===== config.mk =====
export PLATFORM = sky130hd
export DESIGN_NAME = minimal_standard_random_draw_unit
export DESIGN_NICKNAME = d
export VERILOG_FILES = /design/src/rtl/rsd_pkg.sv /design/src/rtl/minimal_standard_random_draw_unit.sv /design/src/rtl/rsd_divider.sv
export SDC_FILE = /design/constraint.sdc
export NUM_CORES = 1
export LEC_CHECK = 0
export ABC_AREA = 1
export BUFFER_PORTS_ARGS = -buffer_cell sky130_fd_sc_hd__buf_2
export CORE_MARGIN = 1
export CORE_UTILIZATION = 45
export DETAILED_ROUTE_END_ITERATION = 10
export HOLD_SLACK_MARGIN = 0.02
export SETUP_SLACK_MARGIN = 0.4
export SYNTH_ARGS = -nofsm -noshare
export SYNTH_HDL_FRONTEND = slang
export SYNTH_SLANG_ARGS = --single-unit
export TNS_END_PERCENT = 5

===== constraint.sdc =====
create_clock -name clk -period 4.9 [get_ports clk]
set_input_delay 0.49 -clock clk [delete_from_list [all_inputs] [get_ports clk]]
set_output_delay 0.49 -clock clk [all_outputs]
set_load 0.02 [all_outputs]

===== src/rtl/rsd_pkg.sv =====
// Package for the minimal standard random draw unit.
// Holds widths, LCG constants, the control state type and the divider link structs.
// No dependencies.
package rsd_pkg;

    // Field widths
    localparam int SeedW  = 31;
    localparam int RangeW = 31;

    // Park-Miller constants: modulus 2^31-1, multiplier 16807 (15 bits)
    localparam int                MultW      = 15;
    localparam logic [SeedW-1:0]  LcgModulus = 31'h7FFF_FFFF;
    localparam logic [MultW-1:0]  LcgMult    = 15'd16807;

    // Iteration counts
    localparam int MultSteps = MultW;
    localparam int DivSteps  = SeedW;
    localparam int MultIdxW  = $clog2(MultSteps);
    localparam int DivCntW   = $clog2(DivSteps);

    // Opcodes carried on the input tuser bit
    localparam logic OP_DRAW = 1'b0;
    localparam logic OP_SEED = 1'b1;

    // Sequencer states
    typedef enum logic [1:0] {
        ST_IDLE,
        ST_MULT,
        ST_DIV,
        ST_DONE
    } rsd_state_t;

    // Divider control and status
    typedef struct packed {
        logic start;
    } rsd_div_ctl_t;

    typedef struct packed {
        logic busy;
        logic done;
    } rsd_div_stat_t;

endpackage


===== src/rtl/minimal_standard_random_draw_unit.sv =====
// Top level of the minimal standard random draw unit (Park-Miller LCG, 16807 mod 2^31-1).
// Depends on rsd_pkg and rsd_divider.
//
// Channel  Dir  Width         Contents
// s_*      in   tdata 64      new_seed / range_limit, tuser = opcode
// m_*      out  tdata 32      random_value, tuser = range_error
//
// A seed transfer only loads the seed register. A draw runs bit-serial
// modular multiplication (one multiplier bit per cycle, Mersenne doubling by
// rotation), then the remainder unit (31 steps, then its done flag is seen),
// then loads the output register; only after that is the next item taken.
// A zero range skips the remainder unit. s_tready is high only between items.
// A finished result waits in the output register while the next item is taken;
// a draw whose result finds that register still full waits in its last state.
// Reset clears the seed to 1 and empties the output register.
module minimal_standard_random_draw_unit
    import rsd_pkg::*;
(
    input  logic        clk,
    input  logic        rst_n,
    input  logic        s_tvalid,
    output logic        s_tready,
    input  logic [63:0] s_tdata,   // [30:0] range_limit, [61:31] new_seed, [63:62] zero
    input  logic        s_tuser,   // [0] opcode
    output logic        m_tvalid,
    input  logic        m_tready,
    output logic [31:0] m_tdata,   // [30:0] random_value, [31] zero
    output logic        m_tuser    // [0] range_error
);

    rsd_state_t          state_reg, state_next;
    logic [SeedW-1:0]    seed_reg,  seed_next;
    logic [SeedW-1:0]    src_reg,   src_next;
    logic [SeedW-1:0]    acc_reg,   acc_next;
    logic [MultIdxW-1:0] idx_reg,   idx_next;
    logic [RangeW-1:0]   range_reg, range_next;
    logic                mv_reg,    mv_next;
    logic [RangeW-1:0]   mval_reg,  mval_next;
    logic                merr_reg,  merr_next;

    logic                in_xfer;
    logic                range_zero;
    logic                mult_last;
    logic                out_load;
    logic [SeedW-1:0]    acc_dbl;
    logic [SeedW:0]      acc_sum;
    logic [SeedW:0]      acc_red;
    logic [SeedW-1:0]    acc_step;
    logic [RangeW-1:0]   in_range;
    logic [SeedW-1:0]    in_seed;
    logic [RangeW-1:0]   div_rem;
    rsd_div_ctl_t        div_ctl;
    rsd_div_stat_t       div_stat;

    assign in_range   = s_tdata[RangeW-1:0];
    assign in_seed    = s_tdata[RangeW+SeedW-1:RangeW];
    assign in_xfer    = s_tvalid && s_tready;
    assign range_zero = (range_reg == '0);
    assign mult_last  = (idx_reg == '0);

    // Next-state logic
    always_comb
    begin
        state_next = state_reg;
        case (state_reg)
            ST_IDLE:
                if (in_xfer && (s_tuser == OP_DRAW))
                    state_next = ST_MULT;
            ST_MULT:
                if (mult_last)
                    state_next = range_zero ? ST_DONE : ST_DIV;
            ST_DIV:
                if (div_stat.done)
                    state_next = ST_DONE;
            ST_DONE:
                if (!mv_reg || m_tready)
                    state_next = ST_IDLE;
            default:
                state_next = ST_IDLE;
        endcase
    end

    // Sequencer outputs
    always_comb
    begin
        s_tready      = 1'b0;
        out_load      = 1'b0;
        div_ctl.start = 1'b0;
        case (state_reg)
            ST_IDLE: s_tready      = 1'b1;
            ST_MULT: div_ctl.start = mult_last && !range_zero;
            ST_DIV:  ;
            ST_DONE: out_load      = !mv_reg || m_tready;
            default: ;
        endcase
    end

    // One multiplier bit per cycle: acc = 2*acc (+ src) mod 2^31-1
    always_comb
    begin
        acc_dbl  = {acc_reg[SeedW-2:0], acc_reg[SeedW-1]};
        acc_sum  = {1'b0, acc_dbl} + (LcgMult[idx_reg] ? {1'b0, src_reg} : '0);
        acc_red  = acc_sum - {1'b0, LcgModulus};
        acc_step = (acc_sum >= {1'b0, LcgModulus}) ? acc_red[SeedW-1:0]
                                                   : acc_sum[SeedW-1:0];
    end

    // Seed, multiplier and operand registers
    always_comb
    begin
        seed_next  = seed_reg;
        src_next   = src_reg;
        acc_next   = acc_reg;
        idx_next   = idx_reg;
        range_next = range_reg;

        if (in_xfer)
        begin
            if (s_tuser == OP_SEED)
                seed_next = in_seed;
            else
            begin
                // zero seed is replaced by one before the update
                src_next   = (seed_reg == '0) ? SeedW'(1) : seed_reg;
                acc_next   = '0;
                idx_next   = MultIdxW'(MultSteps - 1);
                range_next = in_range;
            end
        end
        else if (state_reg == ST_MULT)
        begin
            acc_next = acc_step;
            idx_next = idx_reg - 1'b1;
            if (mult_last)
                seed_next = acc_step;
        end
    end

    // Output register
    always_comb
    begin
        mv_next   = mv_reg;
        mval_next = mval_reg;
        merr_next = merr_reg;
        if (out_load)
        begin
            mv_next   = 1'b1;
            mval_next = range_zero ? '0 : div_rem;
            merr_next = range_zero;
        end
        else if (m_tready)
            mv_next = 1'b0;
    end

    always_ff @(posedge clk or negedge rst_n)
    begin
        if (!rst_n)
        begin
            state_reg <= ST_IDLE;
            seed_reg  <= SeedW'(1);
            idx_reg   <= '0;
            mv_reg    <= 1'b0;
        end
        else
        begin
            state_reg <= state_next;
            seed_reg  <= seed_next;
            idx_reg   <= idx_next;
            mv_reg    <= mv_next;
        end
    end

    always_ff @(posedge clk)
    begin
        src_reg   <= src_next;
        acc_reg   <= acc_next;
        range_reg <= range_next;
        mval_reg  <= mval_next;
        merr_reg  <= merr_next;
    end

    // Remainder of the new seed by the range; the divider loads on the last
    // multiplier step, where acc_step is the new seed
    rsd_divider u_div (
        .clk       (clk),
        .rst_n     (rst_n),
        .ctl       (div_ctl),
        .dividend  (acc_step),
        .divisor   (range_reg),
        .stat      (div_stat),
        .remainder (div_rem)
    );

    assign m_tvalid = mv_reg;
    assign m_tdata  = {1'b0, mval_reg};
    assign m_tuser  = merr_reg;

endmodule


===== src/rtl/rsd_divider.sv =====
// Bit-serial restoring remainder unit: one dividend bit per cycle.
// Depends on rsd_pkg.
module rsd_divider
    import rsd_pkg::*;
(
    input  logic                clk,
    input  logic                rst_n,
    input  rsd_div_ctl_t        ctl,
    input  logic [SeedW-1:0]    dividend,
    input  logic [RangeW-1:0]   divisor,
    output rsd_div_stat_t       stat,
    output logic [RangeW-1:0]   remainder
);

    logic [SeedW-1:0]   dvd_reg,  dvd_next;
    logic [RangeW-1:0]  dsr_reg,  dsr_next;
    logic [RangeW-1:0]  rem_reg,  rem_next;
    logic [DivCntW-1:0] cnt_reg,  cnt_next;
    logic               busy_reg, busy_next;
    logic               done_reg, done_next;

    logic [RangeW:0]    trial;
    logic [RangeW:0]    diff;
    logic               last_step;

    // One trial subtraction per cycle
    always_comb
    begin
        trial     = {rem_reg, dvd_reg[SeedW-1]};
        diff      = trial - {1'b0, dsr_reg};
        last_step = (cnt_reg == DivCntW'(DivSteps - 1));

        dvd_next  = dvd_reg;
        dsr_next  = dsr_reg;
        rem_next  = rem_reg;
        cnt_next  = cnt_reg;
        busy_next = busy_reg;
        done_next = 1'b0;

        if (ctl.start)
        begin
            dvd_next  = dividend;
            dsr_next  = divisor;
            rem_next  = '0;
            cnt_next  = '0;
            busy_next = 1'b1;
        end
        else if (busy_reg)
        begin
            // remainder stays below the divisor, so it fits in RangeW bits
            if (trial >= {1'b0, dsr_reg})
                rem_next = diff[RangeW-1:0];
            else
                rem_next = trial[RangeW-1:0];
            dvd_next = {dvd_reg[SeedW-2:0], 1'b0};
            cnt_next = cnt_reg + 1'b1;
            if (last_step)
            begin
                busy_next = 1'b0;
                done_next = 1'b1;
            end
        end
    end

    // Control registers
    always_ff @(posedge clk or negedge rst_n)
    begin
        if (!rst_n)
        begin
            busy_reg <= 1'b0;
            done_reg <= 1'b0;
            cnt_reg  <= '0;
        end
        else
        begin
            busy_reg <= busy_next;
            done_reg <= done_next;
            cnt_reg  <= cnt_next;
        end
    end

    // Datapath registers
    always_ff @(posedge clk)
    begin
        dvd_reg <= dvd_next;
        dsr_reg <= dsr_next;
        rem_reg <= rem_next;
    end

    assign stat.busy = busy_reg;
    assign stat.done = done_reg;
    assign remainder = rem_reg;

endmodule


==> flow_summary.yaml, run 1 <==
layout:
  drive_above_1_share: 0.159
  multiInputGateArea_um2: 7620
  num_antenna_cells: 0
  nets: 2331
  n_fill_cell: 3468
  ff_latch_area_um2: 7360
  area_delta_synth_final_pct: 14.8
detailed_routing:
  wl_per_cell_um: 16.0
  firstDrtPassIters: 5
  drt_iter0_drc: 749
  vias_per_cell: 5.06
  wl_um: 42800
  drc: 0
  vias: 13514
  antenna_left: 0
global_route:
  grt_usage: 0.234
  grt_pass1_vias: 13078
  grt_max_degree: 67
  grt_overflow_total: 0
  grt_pass1_wl_um: 67500
  antenna_found_initial: 0
logic_synthesis:
  synth_fa_ha_area_frac: 0.0578
  syn_inst: 2098
  synth_edf_count: 187
  ys_types: 56
  synth_nets: 2241
  yosysSeqAreaShare: 0.453
  synth_top_family_by_area: "simple AND/OR/NAND/NOR gates"
  synthSimpleGateAreaFrac: 0.270
  ys_ff_latch: 263
  async_flop_share: 0.171
  synth_compound_gate_area_share: 0.0966
  synth_xor_area_frac: 0.0221
  syn_area_per_cell_um2: 7.76
  synth_warnings: 0
  ys.flop_type: "edfxtp_1"
  synth_area_um2: 16300
  synthMuxAreaShare: 0
timing:
  period_minus_slack_ns: 4.39
  grt_setup_unrepaired: "true"
  period_share: 0.896
  finalHoldViolations: 0
  fin_skew_ns: 0.0110
  setup_viol: 0
  max_freq_mhz: 228
  drv_slew: 0
  finalSetupTns_ns: 0
  slew_headroom: 0.273
  max_slew.worst_pin.slew_ns: 1.09
clock_network:
  cts_hold_buf: 0
  cts_tree: "done"
  clkLatencyLatePin_ns: 0.57
  htree_levels: 1
  clk_pin_slew_worst_paths_ns: 0.06
  cts-root-buf: "clkbuf_16"
  cts_sinks: 263
  cts.path.max_buffers: 3
  cts_buffers: 29
critical_path:
  crit_arrival_ns: 4.72
  worstRegToRegCells: 25
  worstSetupStartpointType: "register"
  rr_startpoint: "idx_reg[1]"
  path_max_fanout: 10
  reg2reg_to: "acc_reg[11]"
  rrSetupSlack_ns: 0.51
  required_ns: 5.23
  end_kind: "register"
  critPathKind: "register to register"
die:
  rows: 69
  core_area_um2: 35600
  die_area_um2: 36900
  ios: 104
  die-height_um: 192
  initial_core_util: 0.457
  die_x_um: 192
placement:
  hpwlAfterDp_um: 32900
  port_buffers: 100
  routabilityCongestion: 0.904
run:
  cap_violations: 0
worst_hold_path:
  min_path_cells: 1
  hold_class: "input pin to register"
  min_from: "s_tdata[19]"
  hold_end: "range_reg[19]"
status:
  status: "completed"
-- layout by cell type, fill, tap and decap left out, types with 19 or more instances in the layout --
cell       count
o21ai_0       43
a21oi_1      115
nand2_2       47
buf_4         23
buf_2        100
edfxtp_1     187
dfrtp_1       44
ha_1          54
a21oi_2       19
nand3_1      106
nor2_2        21
nor3_1        20
nor2_1       202
dfxtp_1       31
clkbuf_16     30
xor2_1        28
inv_1        337
nand2_1      546
nand4_1       29
-- worst max path at each step --
| stage | from | to | slack (ns) | depth (start not counted) |
|---|---|---|---|---|
| 5_1_grt | idx_reg[0] | acc_reg[29] | 0.26 | 28 |
| 6_report | idx_reg[1] | acc_reg[11] | 0.51 | 25 |
| 4_1_cts | idx_reg[1] | seed_reg[5] | 0.36 | 25 |
| 2_1_floorplan | state_reg[0] | acc_reg[0] | 0.74 | 6 |
| 3_5_place_dp | idx_reg[1] | seed_reg[6] | 0.18 | 24 |
| 3_3_place_gp | idx_reg[0] | seed_reg[6] | 0.27 | 24 |
-- cell usage after synthesis (all sizes together), types with 2 or more instances --
master | number | share of area
a21boi | 2 | 0.00092
buf | 10 | 0.0048
nand2 | 593 | 0.14
a21o | 5 | 0.0023
nor4 | 13 | 0.0050
o2bb2ai | 14 | 0.0075
nor3 | 24 | 0.0080
clkbuf | 61 | 0.014
nand3 | 120 | 0.040
xor2 | 28 | 0.015
and3 | 2 | 0.00077
fa | 2 | 0.0025
a31oi | 14 | 0.0054
and2 | 5 | 0.0019
o21a | 3 | 0.0014
or2 | 3 | 0.0012
o22ai | 6 | 0.0023
nand4 | 29 | 0.011
o21bai | 5 | 0.0023
edfxtp | 187 | 0.35
o211ai | 4 | 0.0018
nor2 | 237 | 0.058
o221ai | 2 | 0.0011
inv | 354 | 0.082
a21oi | 136 | 0.046
dfrtp | 44 | 0.068
dfxtp | 31 | 0.038
xnor2 | 13 | 0.0070
nand3b | 4 | 0.0018
o21ai | 65 | 0.023
ha | 72 | 0.055
-- worst max-delay path, cell delays in order (launching register included) --
cell	delay, ns
dfrtp_1	0.38
inv_1	0.09
ha_1	0.19
nand2_1	0.08
o21ai_1	0.08
o21ai_2	0.16
buf_6	0.15
nor2_1	0.05
ha_2	0.20
fa_2	0.63
ha_4	0.18
inv_1	0.08
nor2_1	0.13
nand3_2	0.13
nor2_1	0.11
nand2_1	0.09
nor2_4	0.15
nand3_2	0.11
nor2_4	0.16
nand3_4	0.11
o21ai_4	0.24
buf_12	0.15
buf_8	0.18
o21ai_2	0.13
nand2_2	0.10
inv_1	0.05
-- timing repair --
| action | in CTS | in global routing |
|---|---|---|
| endpoints found under the setup margin | 78 | 92 |
| setup buffers | 1 | 6 |
| resized for setup | 4 | 84 |
| hold endpoints to repair | 0 | 0 |
| pin swaps | 1 | 9 |
| gates cloned | 0 | 2 |
-- logic make-up (layout without fill, tap and decap cells) --
kind of cell	after synthesis	after routing
adder cells (fa/ha/maj)	74	74
buffers and inverters	426	539
AND/OR/NAND/NOR	1031	1031
XOR/XNOR	41	41
other	1	1
flip-flops	263	263
AO/OA/AOI/OAI	262	262
-- cell type report --
type                       instances  area share
timing repair buffer             130      0.0426
multi-input combinational       1409       0.408
tap                              461      0.0309
sequential                       263       0.394
inverter                         355      0.0713
clock inverter                    18      0.0125
clock buffer                      36      0.0408
-- metal layers --
metal | track usage | part of all wire | up-vias
met4 | 0.0709 | 0.028 | 0
li1 | - | - | 6928
met1 | 0.300 | 0.44 | 6275
met5 | 0 | 0 | -
met3 | 0.0263 | 0.032 | 70
met2 | 0.412 | 0.50 | 241
-- metrics by stage --
step                      hold slack (ns)  utilization  cells  instance area (um2)  setup WS (ns)
final                              0.0877        0.525   2672                18700          0.510
after CTS                          0.0518        0.514   2664                18300          0.365
after floorplan                     0.194            -   2098                16300          0.741
after global routing               0.0614        0.525   2672                18700          0.264
after global placement              0.435        0.485   2609                17300          0.275
after detailed placement            0.435        0.485   2609                17300          0.180
Power of run 1 is not shown: default switching activity piles up to over one toggle a cycle in this logic, so the estimate is an artifact.
==> inputs of run 2 (changes only) <==
- GPL_TIMING_DRIVEN: unset -> 0
- clock period: 4.9 -> 5.2 ns (I/O delays scaled with it)
==> run 2 against run 1 <==
- cell area rose by 0.58%
- cell count increased by 2.2%
- worst setup slack better by 0.12 ns
- die area unchanged
- worst hold slack improved by 0.021 ns
- core utilization is 0.31 points higher
- sequential cell count unchanged
- largest cell class unchanged
- highest routed layer unchanged
- register-to-register slack improved by 0.12 ns
- sequential share of layout area shrank 0.23 points
- clock skew grew 0.0018 ns
- fmax fell by 3.9%
==> flow_summary.yaml, run 2 (synthesis gave the netlist of run 1 again) <==
critical_path:
  worstRegToRegCells: 25
  crit_cells: 25
  critPathSlowestCell: "fa_2"
  worstSetupStartpointType: "register"
  critical_path.top_delay_family: "simple AND/OR/NAND/NOR gates"
  critPathKind: "register to register"
  max_stage_delay_ns: 0.60
  path_max_fanout: 10
  crit_arrival_ns: 4.90
  worst-path-buf-inv: 6
  required_ns: 5.54
  rrSetupSlack_ns: 0.63
  end_kind: "register"
detailed_routing:
  drt_iter0_drc: 762
  vias_per_cell: 5.07
  wl_um: 44800
  wl_per_cell_um: 16.4
  drc: 0
  antenna_left: 0
  firstDrtPassIters: 5
  vias: 13854
clock_network:
  htree_levels: 1
  clk_pin_slew_worst_paths_ns: 0.06
  cts-root-buf: "clkbuf_16"
  clkLatencyLatePin_ns: 0.59
  cts_tree: "done"
  cts_buffers: 29
  cts.path.max_buffers: 3
  cts_sinks: 263
timing:
  fin_skew_ns: 0.0128
  max_freq_mhz: 219
  period_minus_slack_ns: 4.57
  setup_viol: 0
  max_slew.worst_pin.slew_ns: 1.08
  drv_slew: 0
  fin_hold_ws_ns: 0.109
  finalHoldViolations: 0
  grt_setup_unrepaired: "false"
  slew_headroom: 0.277
  period_share: 0.878
worst_hold_path:
  min_path_cells: 1
  hold_class: "input pin to register"
layout:
  area_delta_synth_final_pct: 15.5
  final_common_cell: "nand2_1"
  n_fill_cell: 3471
  num_antenna_cells: 0
  nets: 2390
  layout_common_cells: "nand2_1, inv_1, nor2_1"
  drive_above_1_share: 0.142
placement:
  hpwlAfterDp_um: 36000
  routabilityCongestion: 0.931
  port_buffers: 100
die:
  core_area_um2: 35600
  die_area_um2: 36900
  die-height_um: 192
  rows: 69
  die_x_um: 192
  initial_core_util: 0.457
  ios: 104
global_route:
  grt_usage: 0.248
  grt_overflow_total: 0
  grt_max_degree: 46
  grt_pass1_wl_um: 70600
  grt_pass1_vias: 13557
  antenna_found_initial: 0
status:
  status: "completed"
run:
  cap_violations: 0
==> run 2: worst register-to-register path, stage by stage, from the launching register on <==
cell     delay (ns)
dfrtp_1        0.36
inv_1          0.09
ha_1           0.20
nand2_1        0.09
o21ai_0        0.11
o21ai_2        0.28
buf_8          0.16
nor2_1         0.09
ha_4           0.21
fa_2           0.60
ha_4           0.18
inv_1          0.08
nor2_2         0.13
nand3_2        0.12
nor2_1         0.11
nand2_1        0.10
nor2_4         0.16
nand3_2        0.13
nor2_4         0.15
nand3_2        0.12
o21ai_4        0.20
buf_12         0.15
buf_6          0.16
o21ai_1        0.10
nand2_1        0.17
inv_1          0.06
==> run 2: metal layers <==
metal	vias to the layer above	track usage	part of all wire
met5	-	0	0
met4	0	0.0806	0.035
met3	95	0.0309	0.041
met2	298	0.446	0.49
met1	6403	0.305	0.43
li1	7058	-	-
==> run 2: layout make-up <==
type                       instances  area [um2]  share of cell area
buffer                            71         333              0.0177
clock buffer                      34         764              0.0407
clock inverter                    20         245              0.0130
inverter                         355        1330              0.0709
multi-input combinational       1410        7470               0.398
sequential                       263        7360               0.392
tap                              461         577              0.0307
timing repair buffer             117         707              0.0376
==> run 2: what timing repair did <==
item                       CTS  global route
gates cloned                 0             1
setup buffers                4             8
gates resized for setup     16            44
setup endpoints to repair   93            90
pin swaps                    2             6
hold buffers                 0             0
==> run 2: per-stage QoR <==
stage | util | setup WS [ns] | std cells | cell area [um2] | TNS [ns]
2_1_floorplan | - | 1.04 | 2098 | 16300 | 0
3_3_place_gp | 0.488 | -0.859 | 2659 | 17400 | -77.35
3_5_place_dp | 0.491 | -0.913 | 2664 | 17500 | -62.47
4_1_cts | 0.522 | 0.386 | 2722 | 18600 | 0
5_1_grt | 0.528 | 0.372 | 2731 | 18800 | 0
6_report | 0.528 | 0.633 | 2731 | 18800 | 0
==> run 2: path summary, 6_finish.rpt <==
kind,startpoint,end
worst max register to register,idx_reg[0],acc_reg[3]
max in group asynchronous,rst_n,state_reg[0]
worst min-delay path,s_tdata[11],range_reg[11]
worst min register to register,range_reg[5],u_div.dsr_reg[5]
min in group asynchronous,rst_n,seed_reg[2]
worst max-delay path,idx_reg[0],acc_reg[3]
Power of run 2 is left out for the same reason.
==> inputs of run 3 (changes only) <==
- ABC_AREA: 1 -> unset
==> run 3 against run 2 <==
- worst setup slack got worse by 0.83 ns
- first-iteration DRC count rose by 41%
- critical endpoint is now u_div.dvd_reg[13]
- the flow now finishes with violations (negative setup slack)
- clock skew fell by 0.0013 ns
- cell area fell by 4.1%
- fmax fell by 15%
- register-to-register slack got worse by 0.83 ns
- sequential cell count did not move
- synthesized cell count fell by 31%
- synthesized area fell by 10%
==> flow_summary.yaml, run 3 <==
clock_network:
  cts_hold_buf: 0
  cts_sinks: 263
  cts-root-buf: "clkbuf_16"
  cts_buffers: 28
  cts.path.max_buffers: 3
  cts_tree: "done"
  htree_levels: 1
  clkLatencyLatePin_ns: 0.57
  clk_pin_slew_worst_paths_ns: 0.06
timing:
  drv_slew: 0
  postLayoutSetupSlackWorst_ns: -0.197
  fin_skew_ns: 0.0116
  period_share: 1.04
  slew_headroom: 0.194
  finalSetupTns_ns: -4.40
  finalHoldViolations: 0
  max_freq_mhz: 185
  max_slew.worst_pin.slew_ns: 1.21
  setup_viol: 56
  grt_setup_unrepaired: "true"
  period_minus_slack_ns: 5.40
die:
  initial_core_util: 0.460
  core_area_um2: 31700
  ios: 104
  die-height_um: 182
  die_area_um2: 33100
  rows: 65
  die_x_um: 182
critical_path:
  critPathKind: "register to register"
  end_kind: "register"
  worstSetupStartpointType: "register"
  path_max_fanout: 6
  crit_arrival_ns: 5.70
  required_ns: 5.50
logic_synthesis:
  syn_area_per_cell_um2: 10.1
  ys.flop_type: "edfxtp_1"
  yosysMostFrequentCell: "edfxtp_1"
  synth_area_um2: 14600
  synth_edf_count: 187
  synth_warnings: 0
  ys_types: 84
  ys_top_cells_by_count: "edfxtp_1, nor2_1, a21oi_1"
  synth_nets: 1586
  syn_inst: 1443
  yosysSeqAreaShare: 0.505
  synth_top_area_share: 0.385
  ys_ff_latch: 263
  synth_area_leaders: "edfxtp_1, dfrtp_1, ha_1"
  synth_area_leader_cell: "edfxtp_1"
  async_flop_share: 0.171
global_route:
  grt_pass1_vias: 11506
  grt_usage: 0.251
  grt_max_degree: 46
  met3_usage: 0.0271
  met2_usage: 0.430
  grt_overflow_total: 0
  grt_busiest_layer: "met2"
  grt_pass1_wl_um: 64300
  met1_usage: 0.328
  antenna_found_initial: 0
placement:
  hpwlAfterDp_um: 29800
  port_buffers: 100
  routabilityCongestion: 0.938
worst_hold_path:
  hold_class: "input pin to register"
detailed_routing:
  wl_per_cell_um: 20.3
  drt_iter0_drc: 1074
  vias: 11900
  drc: 0
  vias_per_cell: 5.79
  firstDrtPassIters: 5
  antenna_left: 0
  wl_um: 41800
power:
  power_mw: 5.49
  p_leak_nw: 7.31
  p_per_area_nw_per_um2: 304
  ir_drop_mv: 0.260
layout:
  area_delta_synth_final_pct: 23.6
  final_util: 0.568
  num_antenna_cells: 0
  drive_above_1_share: 0.222
  layout_common_cells: "edfxtp_1, nor2_1, buf_2"
  final_common_cell: "edfxtp_1"
  nets: 1775
status:
  status: "finished, violations left"
  violations: "negative setup slack"
run:
  cap_violations: 0
[run 3: changes by cell type in the layout (fill, tap and decap cells not counted), sizes merged, moves of 28 or more]
cell	change
a21o	+28
and2	+43
buf	+46
inv	-296
nand2	-496
nand3	-89
nor2	-116
nor2b	+38
o21ai	+50
[run 3: final timing paths]
path | from | end | slack [ns] | cells past startpoint
max in group asynchronous | rst_n | seed_reg[23] | 4.26 | 1
max | idx_reg[0] | u_div.dvd_reg[13] | -0.20 | 21
max reg2reg | idx_reg[0] | u_div.dvd_reg[13] | -0.20 | 21
min reg2reg | range_reg[15] | u_div.dsr_reg[15] | 0.45 | 0
min | s_tdata[26] | range_reg[26] | 0.13 | 1
min in group asynchronous | rst_n | seed_reg[7] | 0.21 | 1
[run 3: final cells by class]
| class | count | area, um2 |
|---|---|---|
| Inverter | 60 | 225 |
| Clock inverter | 10 | 76.3 |
| Sequential cell | 263 | 7360 |
| Buffer | 94 | 463 |
| Tap cell | 402 | 503 |
| Clock buffer | 42 | 853 |
| Multi-Input combinational cell | 1026 | 7500 |
| Fill cell | 2753 | 13700 |
| Timing Repair Buffer | 159 | 1040 |
[run 3: worst max-delay path: stages (launching register included)]
cell       delay, ns
dfrtp_1         0.41
inv_2           0.08
ha_4            0.16
mux4_2          0.57
buf_12          0.19
clkbuf_16       0.14
and2_4          0.14
ha_4            0.21
buf_6           0.11
a21o_1          0.16
a31o_1          0.22
or4_1           0.47
o31a_1          0.40
a41o_1          0.32
mux2i_2         0.25
o22ai_2         0.16
nor3_4          0.20
a21o_4          0.19
buf_8           0.13
nand4_1         0.15
xnor2_2         0.34
o21ai_1         0.13
[run 3: per-stage QoR]
stage | hold slack, ns | std cells | cell area (um2) | setup slack [ns]
after floorplan | 0.224 | 1443 | 14700 | 0.343
after global placement | 0.434 | 1945 | 15700 | -1.34
after detailed placement | 0.435 | 1949 | 15800 | -1.05
after CTS | 0.0929 | 2047 | 17500 | -0.142
after global routing | 0.105 | 2056 | 18000 | -0.352
final | 0.127 | 2056 | 18000 | -0.197
[run 3: power breakdown]
group / total [mW] / switching [mW] / leakage, nW / internal (mW)
Sequential: 2.37 / 0.0379 / 2.46 / 2.33
Combinational: 1.13 / 0.683 / 4.40 / 0.447
Clock: 1.98 / 0.851 / 0.457 / 1.13
Total: 5.49 / 1.57 / 7.31 / 3.92
[run 3: kinds of logic (layout without fill, tap and decap cells)]
kind of cell               after synthesis  after routing  share of synthesized area
AOI/OAI and AO/OA                      394            394                      0.169
xor gates and xnor gates                62             62                     0.0377
adders and majority gates               74             74                     0.0645
buffers and inverters                  154            365                     0.0423
DFF                                    263            263                      0.505
muxes                                   16             16                     0.0123
other                                    1              1                   0.000257
and+or+nand+nor                        479            479                      0.170
[run 3: what timing repair did]
action,in CTS,in global routing
hold endpoints to repair,0,0
resized for setup,72,90
pin swaps,34,46
gates cloned,1,0
buffers inserted,45,9
endpoints found under the setup margin,93,94
[run 3: per-layer routing]
layer  wire (um)  vias to the layer above  part of all wire
met5           0                        -                 0
met4        1670                        0             0.040
met3        2140                      102             0.051
met2       20200                      392              0.48
met1       17800                     5767              0.43
li1            -                     5639                 -
Power figures use the tool's default switching activity.
